===== src/hw/rtl/rwr_pkg.sv =====
// ----------------------------------------------------------------------------
// rwr_pkg
// Shared types and constants for the Ethernet/IPv4 address rewriter.
// ----------------------------------------------------------------------------
package rwr_pkg;

  localparam int unsigned HdrLen  = 34;
  localparam int unsigned PosW    = 6;
  localparam int unsigned AddrW   = 48;
  localparam int unsigned IpW     = 32;
  localparam int unsigned AccW    = 20;
  localparam int unsigned CfgAw   = 5;
  localparam int unsigned CfgDw   = 64;

  localparam logic [PosW-1:0] DmacAt  = 6'd0;
  localparam logic [PosW-1:0] SmacAt  = 6'd6;
  localparam logic [PosW-1:0] IpStart = 6'd14;
  localparam logic [PosW-1:0] CsumAt  = 6'd24;
  localparam logic [PosW-1:0] SipAt   = 6'd26;
  localparam logic [PosW-1:0] DipAt   = 6'd30;
  localparam logic [PosW-1:0] HdrEnd  = 6'd33;

  localparam int unsigned EnSip  = 0;
  localparam int unsigned EnDip  = 1;
  localparam int unsigned EnSmac = 2;
  localparam int unsigned EnDmac = 3;

  typedef enum logic [1:0] {
    REG_ENABLES = 2'd0,
    REG_OLD     = 2'd1,
    REG_NEW     = 2'd2
  } reg_idx_t;

  typedef enum logic [2:0] {
    ST_CAPT,
    ST_MATCH,
    ST_SUM,
    ST_FOLD,
    ST_READ,
    ST_LOAD,
    ST_PASS
  } state_t;

  typedef struct packed {
    logic            cap;
    logic [PosW-1:0] pos;
    logic            fix_match;
    logic            fix_sum;
    logic            fix_fold;
    logic            rd;
    logic [PosW-1:0] rd_addr;
    logic            ld_rel;
    logic            ld_pass;
    logic            last;
    logic            full;
  } dp_cmd_t;

endpackage


===== src/hw/rtl/rwr_ifs.sv =====
// ----------------------------------------------------------------------------
// rwr_ifs
// Valid/ready stream interfaces for frame bytes in and rewritten bytes out.
// ----------------------------------------------------------------------------
interface rwr_in_if;
  logic       valid;
  logic       ready;
  logic [7:0] in_byte;
  logic       in_last;

  modport source (output valid, output in_byte, output in_last, input ready);
  modport sink   (input valid, input in_byte, input in_last, output ready);
endinterface

interface rwr_out_if;
  logic       valid;
  logic       ready;
  logic [7:0] out_byte;
  logic       out_last;

  modport source (output valid, output out_byte, output out_last, input ready);
  modport sink   (input valid, input out_byte, input out_last, output ready);
endinterface


===== src/hw/rtl/rwr_cfg_regs.sv =====
// ----------------------------------------------------------------------------
// rwr_cfg_regs
// APB-style register block: rewrite enables, old address, new address.
// ----------------------------------------------------------------------------
module rwr_cfg_regs
  import rwr_pkg::*;
(
  input  logic             clk,
  input  logic             rst_n,
  input  logic             psel,
  input  logic             penable,
  input  logic             pwrite,
  input  logic [CfgAw-1:0] paddr,
  input  logic [CfgDw-1:0] pwdata,
  output logic [CfgDw-1:0] prdata,
  output logic             pready,
  output logic [3:0]       rewrite_enables,
  output logic [AddrW-1:0] old_addr,
  output logic [AddrW-1:0] new_addr
);

  logic [3:0]       enables_r;
  logic [AddrW-1:0] old_addr_r;
  logic [AddrW-1:0] new_addr_r;
  logic             wr;
  reg_idx_t         idx;

  assign pready = 1'b1;
  assign wr     = psel & penable & pwrite;
  assign idx    = reg_idx_t'(paddr[4:3]);

  always_ff @(posedge clk) begin
    if (!rst_n) begin
      enables_r  <= '0;
      old_addr_r <= '0;
      new_addr_r <= '0;
    end else if (wr) begin
      case (idx)
        REG_ENABLES: enables_r  <= pwdata[3:0];
        REG_OLD:     old_addr_r <= pwdata[AddrW-1:0];
        REG_NEW:     new_addr_r <= pwdata[AddrW-1:0];
        default: ;
      endcase
    end
  end

  always_comb begin
    case (idx)
      REG_ENABLES: prdata = {{(CfgDw-4){1'b0}}, enables_r};
      REG_OLD:     prdata = {{(CfgDw-AddrW){1'b0}}, old_addr_r};
      REG_NEW:     prdata = {{(CfgDw-AddrW){1'b0}}, new_addr_r};
      default:     prdata = '0;
    endcase
  end

  assign rewrite_enables = enables_r;
  assign old_addr        = old_addr_r;
  assign new_addr        = new_addr_r;

endmodule


===== src/hw/rtl/rwr_datapath.sv =====
// ----------------------------------------------------------------------------
// rwr_datapath
// Header buffer, address field registers, checksum unit and output register.
// ----------------------------------------------------------------------------
module rwr_datapath
  import rwr_pkg::*;
(
  input  logic             clk,
  input  dp_cmd_t          cmd,
  input  logic [7:0]       in_byte,
  input  logic [3:0]       rewrite_enables,
  input  logic [AddrW-1:0] old_addr,
  input  logic [AddrW-1:0] new_addr,
  output logic [7:0]       out_byte,
  output logic             out_last
);

  logic [7:0]       mem [HdrLen];
  logic [7:0]       rdata_r;
  logic [AddrW-1:0] dmac_r;
  logic [AddrW-1:0] smac_r;
  logic [IpW-1:0]   sip_r;
  logic [IpW-1:0]   dip_r;
  logic [7:0]       hi_r;
  logic [AccW-1:0]  acc_r;
  logic [AccW-1:0]  sum_r;
  logic [15:0]      csum_r;
  logic [7:0]       out_byte_r;
  logic             out_last_r;

  logic             csum_en;
  logic [AccW-1:0]  sum_nxt;
  logic [16:0]      fold1;
  logic [16:0]      fold2;
  logic [PosW-1:0]  k;
  logic [PosW-1:0]  off;
  logic [AddrW-1:0] mac_sh;
  logic [IpW-1:0]   ip_sh;
  logic [7:0]       rel_byte;

  assign csum_en = rewrite_enables[EnSip] | rewrite_enables[EnDip];

  always_ff @(posedge clk) begin
    if (cmd.cap) begin
      mem[cmd.pos] <= in_byte;
    end
    if (cmd.rd) begin
      rdata_r <= mem[cmd.rd_addr];
    end
  end

  assign sum_nxt = acc_r
                 + AccW'(sip_r[31:16]) + AccW'(sip_r[15:0])
                 + AccW'(dip_r[31:16]) + AccW'(dip_r[15:0]);
  assign fold1   = 17'(sum_r[15:0]) + 17'(sum_r[AccW-1:16]);
  assign fold2   = 17'(fold1[15:0]) + 17'(fold1[16]);

  always_ff @(posedge clk) begin
    if (cmd.cap) begin
      if (cmd.pos == DmacAt) begin
        acc_r <= '0;
      end
      if (cmd.pos < SmacAt) begin
        dmac_r <= {dmac_r[AddrW-9:0], in_byte};
      end else if (cmd.pos < SmacAt + 6'd6) begin
        smac_r <= {smac_r[AddrW-9:0], in_byte};
      end else if (cmd.pos >= IpStart && cmd.pos < CsumAt) begin
        if (!cmd.pos[0]) begin
          hi_r <= in_byte;
        end else begin
          acc_r <= acc_r + AccW'({hi_r, in_byte});
        end
      end else if (cmd.pos >= SipAt && cmd.pos < DipAt) begin
        sip_r <= {sip_r[IpW-9:0], in_byte};
      end else if (cmd.pos >= DipAt) begin
        dip_r <= {dip_r[IpW-9:0], in_byte};
      end
    end
    if (cmd.fix_match) begin
      if (rewrite_enables[EnSip] && sip_r == old_addr[IpW-1:0]) begin
        sip_r <= new_addr[IpW-1:0];
      end
      if (rewrite_enables[EnDip] && dip_r == old_addr[IpW-1:0]) begin
        dip_r <= new_addr[IpW-1:0];
      end
      if (rewrite_enables[EnSmac] && smac_r == old_addr) begin
        smac_r <= new_addr;
      end
      if (rewrite_enables[EnDmac] && dmac_r == old_addr) begin
        dmac_r <= new_addr;
      end
    end
    if (cmd.fix_sum) begin
      sum_r <= sum_nxt;
    end
    if (cmd.fix_fold) begin
      csum_r <= ~fold2[15:0];
    end
  end

  assign k = cmd.rd_addr;

  always_comb begin
    off      = '0;
    mac_sh   = '0;
    ip_sh    = '0;
    rel_byte = rdata_r;
    if (cmd.full) begin
      if (k < SmacAt) begin
        mac_sh   = dmac_r >> {3'd5 - k[2:0], 3'b000};
        rel_byte = mac_sh[7:0];
      end else if (k < SmacAt + 6'd6) begin
        off      = k - SmacAt;
        mac_sh   = smac_r >> {3'd5 - off[2:0], 3'b000};
        rel_byte = mac_sh[7:0];
      end else if (k == CsumAt && csum_en) begin
        rel_byte = csum_r[15:8];
      end else if (k == CsumAt + 6'd1 && csum_en) begin
        rel_byte = csum_r[7:0];
      end else if (k >= SipAt && k < DipAt) begin
        off      = k - SipAt;
        ip_sh    = sip_r >> {2'd3 - off[1:0], 3'b000};
        rel_byte = ip_sh[7:0];
      end else if (k >= DipAt) begin
        off      = k - DipAt;
        ip_sh    = dip_r >> {2'd3 - off[1:0], 3'b000};
        rel_byte = ip_sh[7:0];
      end
    end
  end

  always_ff @(posedge clk) begin
    if (cmd.ld_rel) begin
      out_byte_r <= rel_byte;
      out_last_r <= cmd.last;
    end else if (cmd.ld_pass) begin
      out_byte_r <= in_byte;
      out_last_r <= cmd.last;
    end
  end

  assign out_byte = out_byte_r;
  assign out_last = out_last_r;

endmodule


===== src/hw/rtl/rwr_ctrl.sv =====
// ----------------------------------------------------------------------------
// rwr_ctrl
// Frame sequencer: header capture, rewrite steps, header release, pass-through.
// ----------------------------------------------------------------------------
module rwr_ctrl
  import rwr_pkg::*;
(
  input  logic    clk,
  input  logic    rst_n,
  input  logic    in_valid,
  input  logic    in_last,
  output logic    in_ready,
  input  logic    out_ready,
  output logic    out_valid,
  output dp_cmd_t cmd
);

  state_t          state_r, state_nxt;
  logic [PosW-1:0] pos_r, pos_nxt;
  logic [PosW-1:0] cnt_r, cnt_nxt;
  logic [PosW-1:0] end_r, end_nxt;
  logic            last_r, last_nxt;
  logic            full_r, full_nxt;
  logic            out_valid_r, out_valid_nxt;
  logic            in_acc;
  logic            out_free;

  assign in_acc   = in_valid & in_ready;
  assign out_free = ~out_valid_r | out_ready;

  always_ff @(posedge clk) begin
    if (!rst_n) begin
      state_r     <= ST_CAPT;
      pos_r       <= '0;
      cnt_r       <= '0;
      end_r       <= '0;
      last_r      <= 1'b0;
      full_r      <= 1'b0;
      out_valid_r <= 1'b0;
    end else begin
      state_r     <= state_nxt;
      pos_r       <= pos_nxt;
      cnt_r       <= cnt_nxt;
      end_r       <= end_nxt;
      last_r      <= last_nxt;
      full_r      <= full_nxt;
      out_valid_r <= out_valid_nxt;
    end
  end

  always_comb begin
    state_nxt = state_r;
    case (state_r)
      ST_CAPT: begin
        if (in_acc) begin
          if (pos_r == HdrEnd) begin
            state_nxt = ST_MATCH;
          end else if (in_last) begin
            state_nxt = ST_READ;
          end
        end
      end
      ST_MATCH: state_nxt = ST_SUM;
      ST_SUM:   state_nxt = ST_FOLD;
      ST_FOLD:  state_nxt = ST_READ;
      ST_READ:  state_nxt = ST_LOAD;
      ST_LOAD: begin
        if (out_free) begin
          if (cnt_r == end_r) begin
            state_nxt = last_r ? ST_CAPT : ST_PASS;
          end else begin
            state_nxt = ST_READ;
          end
        end
      end
      ST_PASS: begin
        if (in_acc && in_last) begin
          state_nxt = ST_CAPT;
        end
      end
      default: state_nxt = ST_CAPT;
    endcase
  end

  always_comb begin
    in_ready      = 1'b0;
    pos_nxt       = pos_r;
    cnt_nxt       = cnt_r;
    end_nxt       = end_r;
    last_nxt      = last_r;
    full_nxt      = full_r;
    out_valid_nxt = out_valid_r & ~out_ready;
    cmd           = '0;
    cmd.pos       = pos_r;
    cmd.rd_addr   = cnt_r;
    cmd.full      = full_r;
    cmd.last      = last_r & (cnt_r == end_r);
    case (state_r)
      ST_CAPT: begin
        in_ready = 1'b1;
        cmd.cap  = in_acc;
        if (in_acc) begin
          if (pos_r == HdrEnd) begin
            last_nxt = in_last;
            full_nxt = 1'b1;
            end_nxt  = HdrEnd;
            cnt_nxt  = '0;
            pos_nxt  = '0;
          end else if (in_last) begin
            last_nxt = 1'b1;
            full_nxt = 1'b0;
            end_nxt  = pos_r;
            cnt_nxt  = '0;
            pos_nxt  = '0;
          end else begin
            pos_nxt = pos_r + 6'd1;
          end
        end
      end
      ST_MATCH: cmd.fix_match = 1'b1;
      ST_SUM:   cmd.fix_sum   = 1'b1;
      ST_FOLD:  cmd.fix_fold  = 1'b1;
      ST_READ:  cmd.rd        = 1'b1;
      ST_LOAD: begin
        if (out_free) begin
          cmd.ld_rel    = 1'b1;
          out_valid_nxt = 1'b1;
          if (cnt_r != end_r) begin
            cnt_nxt = cnt_r + 6'd1;
          end
        end
      end
      ST_PASS: begin
        in_ready = out_free;
        cmd.last = in_last;
        if (in_acc) begin
          cmd.ld_pass   = 1'b1;
          out_valid_nxt = 1'b1;
        end
      end
      default: ;
    endcase
  end

  assign out_valid = out_valid_r;

endmodule


===== src/hw/rtl/eth_ipv4_address_rewriter_core.sv =====
// The 34 header bytes are held until the 34th arrives; rewrite and checksum
// take the match, sum and fold steps; each header byte leaves after a header
// buffer read and an output register load. Short frames skip the rewrite. After
// the header, one byte per cycle passes the output register unless it stalls.
// Reset (synchronous, rst_n low) clears the sequencer and configuration; the
// header buffer is not cleared, only bytes of the current frame are read.
// ----------------------------------------------------------------------------
// eth_ipv4_address_rewriter_core
// Rewrites MAC and IPv4 addresses in frame headers and fixes the IP checksum.
// ----------------------------------------------------------------------------
module eth_ipv4_address_rewriter_core
  import rwr_pkg::*;
(
  input  logic             clk,
  input  logic             rst_n,
  rwr_in_if.sink           in_if,
  rwr_out_if.source        out_if,
  input  logic             psel,
  input  logic             penable,
  input  logic             pwrite,
  input  logic [CfgAw-1:0] paddr,
  input  logic [CfgDw-1:0] pwdata,
  output logic [CfgDw-1:0] prdata,
  output logic             pready
);

  dp_cmd_t          cmd;
  logic [3:0]       rewrite_enables;
  logic [AddrW-1:0] old_addr;
  logic [AddrW-1:0] new_addr;
  logic             in_ready;
  logic             out_valid;
  logic [7:0]       out_byte;
  logic             out_last;

  rwr_cfg_regs u_cfg (
    .clk             (clk),
    .rst_n           (rst_n),
    .psel            (psel),
    .penable         (penable),
    .pwrite          (pwrite),
    .paddr           (paddr),
    .pwdata          (pwdata),
    .prdata          (prdata),
    .pready          (pready),
    .rewrite_enables (rewrite_enables),
    .old_addr        (old_addr),
    .new_addr        (new_addr)
  );

  rwr_ctrl u_ctrl (
    .clk       (clk),
    .rst_n     (rst_n),
    .in_valid  (in_if.valid),
    .in_last   (in_if.in_last),
    .in_ready  (in_ready),
    .out_ready (out_if.ready),
    .out_valid (out_valid),
    .cmd       (cmd)
  );

  rwr_datapath u_dp (
    .clk             (clk),
    .cmd             (cmd),
    .in_byte         (in_if.in_byte),
    .rewrite_enables (rewrite_enables),
    .old_addr        (old_addr),
    .new_addr        (new_addr),
    .out_byte        (out_byte),
    .out_last        (out_last)
  );

  assign in_if.ready     = in_ready;
  assign out_if.valid    = out_valid;
  assign out_if.out_byte = out_byte;
  assign out_if.out_last = out_last;

endmodule

===== src/flat_wrapper.sv =====
// flat-port wrapper written by rule: the top's interface ports become plain ports
module eth_ipv4_address_rewriter_core_flat import rwr_pkg::*;
  (clk, rst_n, psel, penable, pwrite, paddr, pwdata, prdata, pready, in_if_valid, in_if_in_byte, in_if_in_last, in_if_ready, out_if_valid, out_if_out_byte, out_if_out_last, out_if_ready);
  rwr_in_if in_if_i ();
  rwr_out_if out_if_i ();
  input  logic clk;
  input  logic rst_n;
  input  logic psel;
  input  logic penable;
  input  logic pwrite;
  input  logic [CfgAw-1:0] paddr;
  input  logic [CfgDw-1:0] pwdata;
  output logic [CfgDw-1:0] prdata;
  output logic pready;
  input wire logic [$bits(in_if_i.valid)-1:0] in_if_valid;
  input wire logic [$bits(in_if_i.in_byte)-1:0] in_if_in_byte;
  input wire logic [$bits(in_if_i.in_last)-1:0] in_if_in_last;
  output wire logic [$bits(in_if_i.ready)-1:0] in_if_ready;
  output wire logic [$bits(out_if_i.valid)-1:0] out_if_valid;
  output wire logic [$bits(out_if_i.out_byte)-1:0] out_if_out_byte;
  output wire logic [$bits(out_if_i.out_last)-1:0] out_if_out_last;
  input wire logic [$bits(out_if_i.ready)-1:0] out_if_ready;
  assign in_if_i.valid = in_if_valid;
  assign in_if_i.in_byte = in_if_in_byte;
  assign in_if_i.in_last = in_if_in_last;
  assign in_if_ready = in_if_i.ready;
  assign out_if_valid = out_if_i.valid;
  assign out_if_out_byte = out_if_i.out_byte;
  assign out_if_out_last = out_if_i.out_last;
  assign out_if_i.ready = out_if_ready;
  eth_ipv4_address_rewriter_core u_core (.clk(clk), .rst_n(rst_n), .in_if(in_if_i), .out_if(out_if_i), .psel(psel), .penable(penable), .pwrite(pwrite), .paddr(paddr), .pwdata(pwdata), .prdata(prdata), .pready(pready));
endmodule

===== config.mk =====
export PLATFORM = sky130hd
export DESIGN_NAME = eth_ipv4_address_rewriter_core_flat
export DESIGN_NICKNAME = d
export VERILOG_FILES = /design/src/hw/rtl/rwr_pkg.sv /design/src/hw/rtl/rwr_ifs.sv /design/src/hw/rtl/rwr_cfg_regs.sv /design/src/hw/rtl/rwr_datapath.sv /design/src/hw/rtl/rwr_ctrl.sv /design/src/hw/rtl/eth_ipv4_address_rewriter_core.sv /design/src/flat_wrapper.sv
export SDC_FILE = /design/constraint.sdc
export NUM_CORES = 1
export LEC_CHECK = 0
export ABC_AREA = 1
export BUFFER_PORTS_ARGS = -buffer_cell sky130_fd_sc_hd__buf_2
export CAP_MARGIN = 20
export CORE_MARGIN = 1
export CORE_UTILIZATION = 55
export CTS_BUF_LIST = sky130_fd_sc_hd__clkbuf_16
export DETAILED_ROUTE_END_ITERATION = 6
export MAX_ROUTING_LAYER = met4
export PLACE_DENSITY = 0.8
export SLEW_MARGIN = 5
export SYNTH_ARGS = -nofsm -noshare
export SYNTH_HDL_FRONTEND = slang
export SYNTH_SLANG_ARGS = --single-unit

===== constraint.sdc =====
create_clock -name clk -period 5.1 [get_ports clk]
set_input_delay 0 -clock clk [delete_from_list [all_inputs] [get_ports clk]]
set_output_delay 0 -clock clk [all_outputs]
set_load 0.01 [all_outputs]

### Word-level counts from Yosys, hierarchy flattened

Memories as Yosys holds them, arrays and structs flattened. A register that Yosys moved wholly into a read port is not among the register bits.
Cells that the tools add are included.

| word-level totals | value |
|---|---|
| bits of input ports | 85 |
| bits in writable memories | 272 |
| register bits | 357 |
| logic and storage cells | 190 |
| memories | 1 |
| output and inout port bits | 76 |

Memories:

| name | depth | width | read ports | clocked after memory_dff | write ports | line | text |
|---|---|---|---|---|---|---|---|
| u_core.u_dp.mem | 34 | 8 | 1 | 1 | 1 | rwr_datapath.sv:18 | `logic [7:0] mem [HdrLen];` |

| operators by class | value |
|---|---|
| bitwise gates (word level) | 13 |
| reductions and logical operators | 24 |
| $lt $le $gt $ge | 12 |
| equal/unequal tests | 22 |
| shifts and indexed selects | 4 |
| $add $sub $neg | 16 |
| muxes and demuxes | 78 |

Operators with widths:

| kind | number |
|---|---|
| $mux W32 | 15 |
| $mux W48 | 9 |
| $pmux W48 S3 | 1 |
| $add A20 B16 Y20 | 5 |
| $mux W20 | 5 |
| $eq A48 B48 Y1 | 2 |
| $shr A48 B6 Y8 | 2 |
| $mux W8 | 9 |
| $eq A32 B32 Y1 | 2 |
| $shr A32 B5 Y8 | 2 |
| $mux W6 | 9 |
| $ge A6 B5 Y1 const B | 4 |
| $mux W3 | 7 |
| $pmux W3 S7 | 1 |
| $lt A6 B5 Y1 const B | 3 |
| $mux W1 | 18 |
| $add A16 B4 Y17 | 1 |
| $add A16 B1 Y16 | 1 |
| $not A16 Y16 | 1 |
| $add A6 B1 Y6 const B | 2 |
| $eq A6 B5 Y1 const B | 2 |
| $lt A6 B3 Y1 const B | 2 |
| $lt A6 B4 Y1 const B | 2 |
| $pmux W6 S2 | 1 |
| other kinds (29) | 63 |

### Depth between registers and ports, before layout

| logic depth | value |
|---|---|
| word-level depth | 11 |
| gate-level depth with buffers | 19 |
| mapped depth without buffers | 19 |

### Cells and area by module

From an unflattened synthesis, not the netlist that was laid out.

| second synthesis, totals | value |
|---|---|
| cells, all modules | 4,404 |
| area, all modules | 34,852.2 um^2 |

By module, submodules not included:

| module | area each (um^2) | seq. area each (um^2) | times used | cells each |
|---|---|---|---|---|
| rwr_datapath | 28,531.1 | 13,803.2 | 1 | 3,411 |
| rwr_cfg_regs | 4,842.1 | 2,001.9 | 1 | 781 |
| rwr_ctrl | 1,478.9 | 480.5 | 1 | 212 |

### Worst setup path after synthesis

OpenSTA, ideal clock, no wires.

| timing | value |
|---|---|
| kind | register to register |
| from | reg u_core.u_dp.sip_r[4] |
| to | reg u_core.u_dp.sum_r[17], data pin |
| stages on the path, launching flop included | 19 |
| setup slack | 1.468 ns |
| path buffers | 1 |
| arrival time | 3.367 ns |
| required time | 4.835 ns |
| cells stage by stage | dfxtp_1 inv_1 fa_1 inv_1 fa_1 inv_1 fa_1 inv_1 ha_1 clkbuf_1 inv_1 o21bai_1 nand3_1 nand2_1 nand2_1 nand3_1 a21oi_1 o21ai_0 xor2_1 |

| between the ends | value |
|---|---|
| cells in the longest elaborated chain, start to end | 3 |

RTL lines:

| element | line | text |
|---|---|---|
| start, declared | rwr_datapath.sv:22 | `logic [IpW-1:0] sip_r;` |
| start signal, assigned | rwr_datapath.sv:74 | `sip_r <= {sip_r[IpW-9:0], in_byte};` |
| start signal, assigned | rwr_datapath.sv:81 | `sip_r <= new_addr[IpW-1:0];` |
| $add A20 B16 Y20 | rwr_datapath.sv:53 | `+ AccW'(sip_r[31:16]) + AccW'(sip_r[15:0])` |
| $add A20 B16 Y20 (2 in a row) | rwr_datapath.sv:54 | `+ AccW'(dip_r[31:16]) + AccW'(dip_r[15:0]);` |
| named net u_core.u_dp.sum_nxt[17] | rwr_datapath.sv:32 | `logic [AccW-1:0] sum_nxt;` |
| end signal, assigned | rwr_datapath.sv:94 | `sum_r <= sum_nxt;` |
| end, declared | rwr_datapath.sv:26 | `logic [AccW-1:0] sum_r;` |

The timed path passes the listed nets, and every way through them passes these cells.
A chain may end at the register's enable or synchronous reset.

### Worst setup path in the final report

| timing | value |
|---|---|
| from | reg u_core.u_dp.sip_r[8] |
| to | reg u_core.u_dp.sum_r[17], data pin |

The elaborated chain is that of the path after synthesis.

==> impl_metrics.yaml <==
status:
  outcome: "finished clean"
pwr:
  clockPowerShare: 0.412
  design_power_total_mw: 13.3
  p_seq_frac: 0.454
  combPwrFrac: 0.134
  switching_power_mw: 3.65
  internal_power_mw: 9.65
  switching_share: 0.274
  power_density_nw_per_um2: 354
  leakagePower_nw: 16.3
  peakVddDrop_mv: 0.370
route:
  wl_mm: 112
  vias: 30300
  drt-initial-drc-count: 4372
  vias_per_cell: 6.13
  wl_per_cell_um: 22.7
  ant_nets: 0
  drt_pass1_iterations: 7
  drc: 0
floorplanning:
  core_um2: 60400
  rows: 90
  die_area_um2: 62000
  pin_count: 161
  chipHeight_um: 249
  chipWidth_um: 249
  initial_utilization: 0.556
cells_and_area:
  final_util: 0.623
  fill_cells: 5040
  register_area_um2: 16300
  finalInstanceArea_um2: 37600
  finalNonFillerCells: 4940
  nNetsFinal: 4288
  multi_input_area_um2: 14400
  drive_above_1_share: 0.0773
  area_delta_synth_final_pct: 12.0
place:
  numPortBuffers: 124
  dp_hpwl_mm: 76.6
  dp.cells: 4753
  place.gp.congestion: 1.06
  post_dp_cell_area_um2: 34500
  pre_cts_ws_ns: 1.17
synth:
  synthArstFlopShare: 0
  yosys.area_share.simple: 0.157
  yosysWarningCount: 0
  syn_area_um2: 33600
  synthMuxAreaShare: 0.0135
  synth_top_cell_area_share: 0.316
  synth.largest_area_cell: "edfxtp_1"
  syn_inst: 4020
  syn_area_per_cell_um2: 8.35
  ys.flop_type: "edfxtp_1"
  synth_compound_area_frac: 0.181
  synth-xor-area-share: 0.0277
  synth_top_family_by_area: "compound AO/OA/AOI/OAI gates"
  synth_seq_cells: 637
  synth_edf_count: 353
  synth_adder_area_share: 0.0490
  ys_types: 54
  synth.area.top_cells: "edfxtp_1 (32%), dfxtp_1 (17%), o21ai_0 (8.1%), nand2_1 (7.5%), inv_1 (5.6%)"
  synth-seq-area-share: 0.485
sta:
  fmax_mhz: 250
  finalSetupViolCount: 0
  worstMarginPinSlew_ns: 0.961
  slew_headroom: 0.359
  timing.final.ws_setup_ns: 1.10
  final-hold-violation-count: 0
  hold_ws_ns: 0.0224
  fin_skew_ns: 0.0220
  min_period_ns: 4.00
  rsz0062_at_grt: "no"
  drv_slew: 0
  tns_ns: 0
  period_share: 0.785
clock_tree:
  clk_pin_slew_ns: 0.06
  clock-sinks: 637
  clock_latency_ns: 0.63
  numCtsBuffers: 69
  cts.path.max_buffers: 3
  cts_resized: 0
  cts_hold_buf: 58
  cts_tree: "built"
  htreeDepth: 3
  cts_setup_buffers: 0
  cts_root_buf: "clkbuf_16"
flow_run:
  max-cap-violations: 0
global_routing:
  grtUsageMet1: 0.460
  busiest_layer: "met2"
  grt_max_degree: 207
  track_usage: 0.367
  met3_usage: 0.0770
  met2_usage: 0.544
  antenna_found_initial: 4
  grt-ovfl-total: 0
  grt_pass1_wl_mm: 168
  grt_pass1_vias: 28000
critical_path:
  criticalPathCategory: "flop to flop"
  crit_required_ns: 5.45
  startpoint: "u_core.u_dp.sip_r[8]"
  critPathSlowestCell: "fa_1"
  r2r_start: "u_core.u_dp.sip_r[8]"
  cp_common_cell: "inv_1"
  crit_path_max_fanout: 6
  cp_cell_sequence: "inv_1 > fa_1 > inv_1 > fa_1 > inv_1 > fa_1 > inv_1 > ha_1 > nand2_1 > nand2_1 > inv_1 > nor2_1 > a211oi_1 > nand3_1 > a21oi_1 > o21ai_0 > xor2_1"
  cpPeakStageDelay_ns: 0.54
  arrival_ns: 4.35
  cp-end-kind: "flop"
  startpoint_type: "flop"
min_path:
  hold_path.class: "input port to flop"
  hp-start: "in_if_in_byte[6]"
-- layout by cell type, fill, tap and decap left out, types with 17 or more instances in the layout --
cell type | synthesis | routed
o21ai_0 | 544 | 544
xor2_1 | 80 | 80
fa_1 | 49 | 49
inv_1 | 503 | 510
nor4_1 | 18 | 18
dfxtp_1 | 284 | 282
nand3_1 | 129 | 129
edfxtp_1 | 353 | 353
o21ai_1 | 68 | 68
mux2i_1 | 33 | 33
nand4_1 | 35 | 35
xnor2_1 | 26 | 26
o221ai_1 | 24 | 24
nor3_1 | 40 | 38
a21oi_1 | 280 | 280
clkbuf_16 | 0 | 72
ha_1 | 53 | 53
buf_4 | 19 | 32
o2111ai_1 | 18 | 18
nor2_1 | 349 | 349
o22ai_1 | 130 | 130
dlygate4sd3_1 | 0 | 58
nand2_1 | 671 | 669
buf_2 | 47 | 125
o211ai_1 | 18 | 18
conb_1 | 2 | 17
-- Yosys cell counts, drive strengths merged (2+ instances only) --
master and instances:
ha 53, and2 2, a21boi 2, edfxtp 353
clkinv 4, a221oi 3, fa 49, nand4 35
nand3 134, mux2 11, a31oi 10, o221ai 24
xor2 80, buf 75, nand2 676, nor2 356
o2111ai 18, nand3b 4, a22o 5, o21ai 612
nor4 18, inv 509, o21bai 2, dfxtp 284
nor3 43, clkbuf 148, a21o 2, conb 2
xnor2 26, o22ai 130, or2 6, a211oi 3
mux2i 33, o31ai 3, a21oi 282, o211ai 18
-- path summary, 6_finish.rpt --
check,cells past startpoint,end,slack (ns)
setup / recovery,17,u_core.u_dp.sum_r[17],1.10
hold / removal,2,u_core.u_dp.mem[8][6],0.02
setup reg to reg,17,u_core.u_dp.sum_r[17],1.10
hold reg to reg,2,u_core.u_ctrl.end_r[4],0.48
-- power groups by stage --
stage / clock, mW / combinational (mW) / sequential [mW]
final: 5.48 / 1.79 / 6.04
after global routing: 5.66 / 1.97 / 6.05
after CTS: 5.47 / 1.74 / 6.01
after detailed placement: 0 / 1.68 / 6.12
after global placement: 0 / 1.65 / 6.11
after floorplan: 0 / 1.19 / 6.00
-- final cells by class --
cell class / instances / area share
antenna: 3 / 0.000200
sequential: 637 / 0.433
timing repair buffer: 218 / 0.0403
multi-input combinational: 2662 / 0.384
clock inverter: 53 / 0.0171
tap: 782 / 0.0260
clock buffer: 72 / 0.0479
inverter: 513 / 0.0513
-- worst max-delay path, delay by kind of cell (launching register included) --
kind,cells,cell delay [ns]
flip-flops,1,0.38
XOR/XNOR,1,0.17
buffers and inverters,5,0.30
adder cells (fa/ha/maj),4,1.88
AND/OR/NAND/NOR,4,0.38
AO/OA/AOI/OAI,3,0.63
-- logic make-up after synthesis --
| family | Yosys count |
|---|---|
| AND/OR/NAND/NOR | 1276 |
| adder cells (fa/ha/maj) | 102 |
| buffers and inverters | 736 |
| multiplexers | 44 |
| flip-flops | 637 |
| AO/OA/AOI/OAI | 1117 |
| other | 2 |
| XOR/XNOR | 106 |
-- registers in the layout, summed over array words and instances (netlist names), 16 cells and up --
name,count
u_core.u_dp.sip_r,32
u_core.u_dp.dmac_r,48
u_core.u_dp.sum_r,20
u_core.u_dp.smac_r,48
u_core.u_cfg.old_addr,48
u_core.u_cfg.new_addr,48
u_core.u_dp.csum_r,16
u_core.u_dp.dip_r,32
u_core.u_dp.mem,272
u_core.u_dp.acc_r,20
-- per-layer routing --
metal / share of wire / vias to the layer above
met1: 0.38 / 14200
li1: - / 13700
met5: 0 / -
met2: 0.44 / 1944
met4: 0.071 / 0
met3: 0.11 / 416
(Power assumes the default switching activity.)
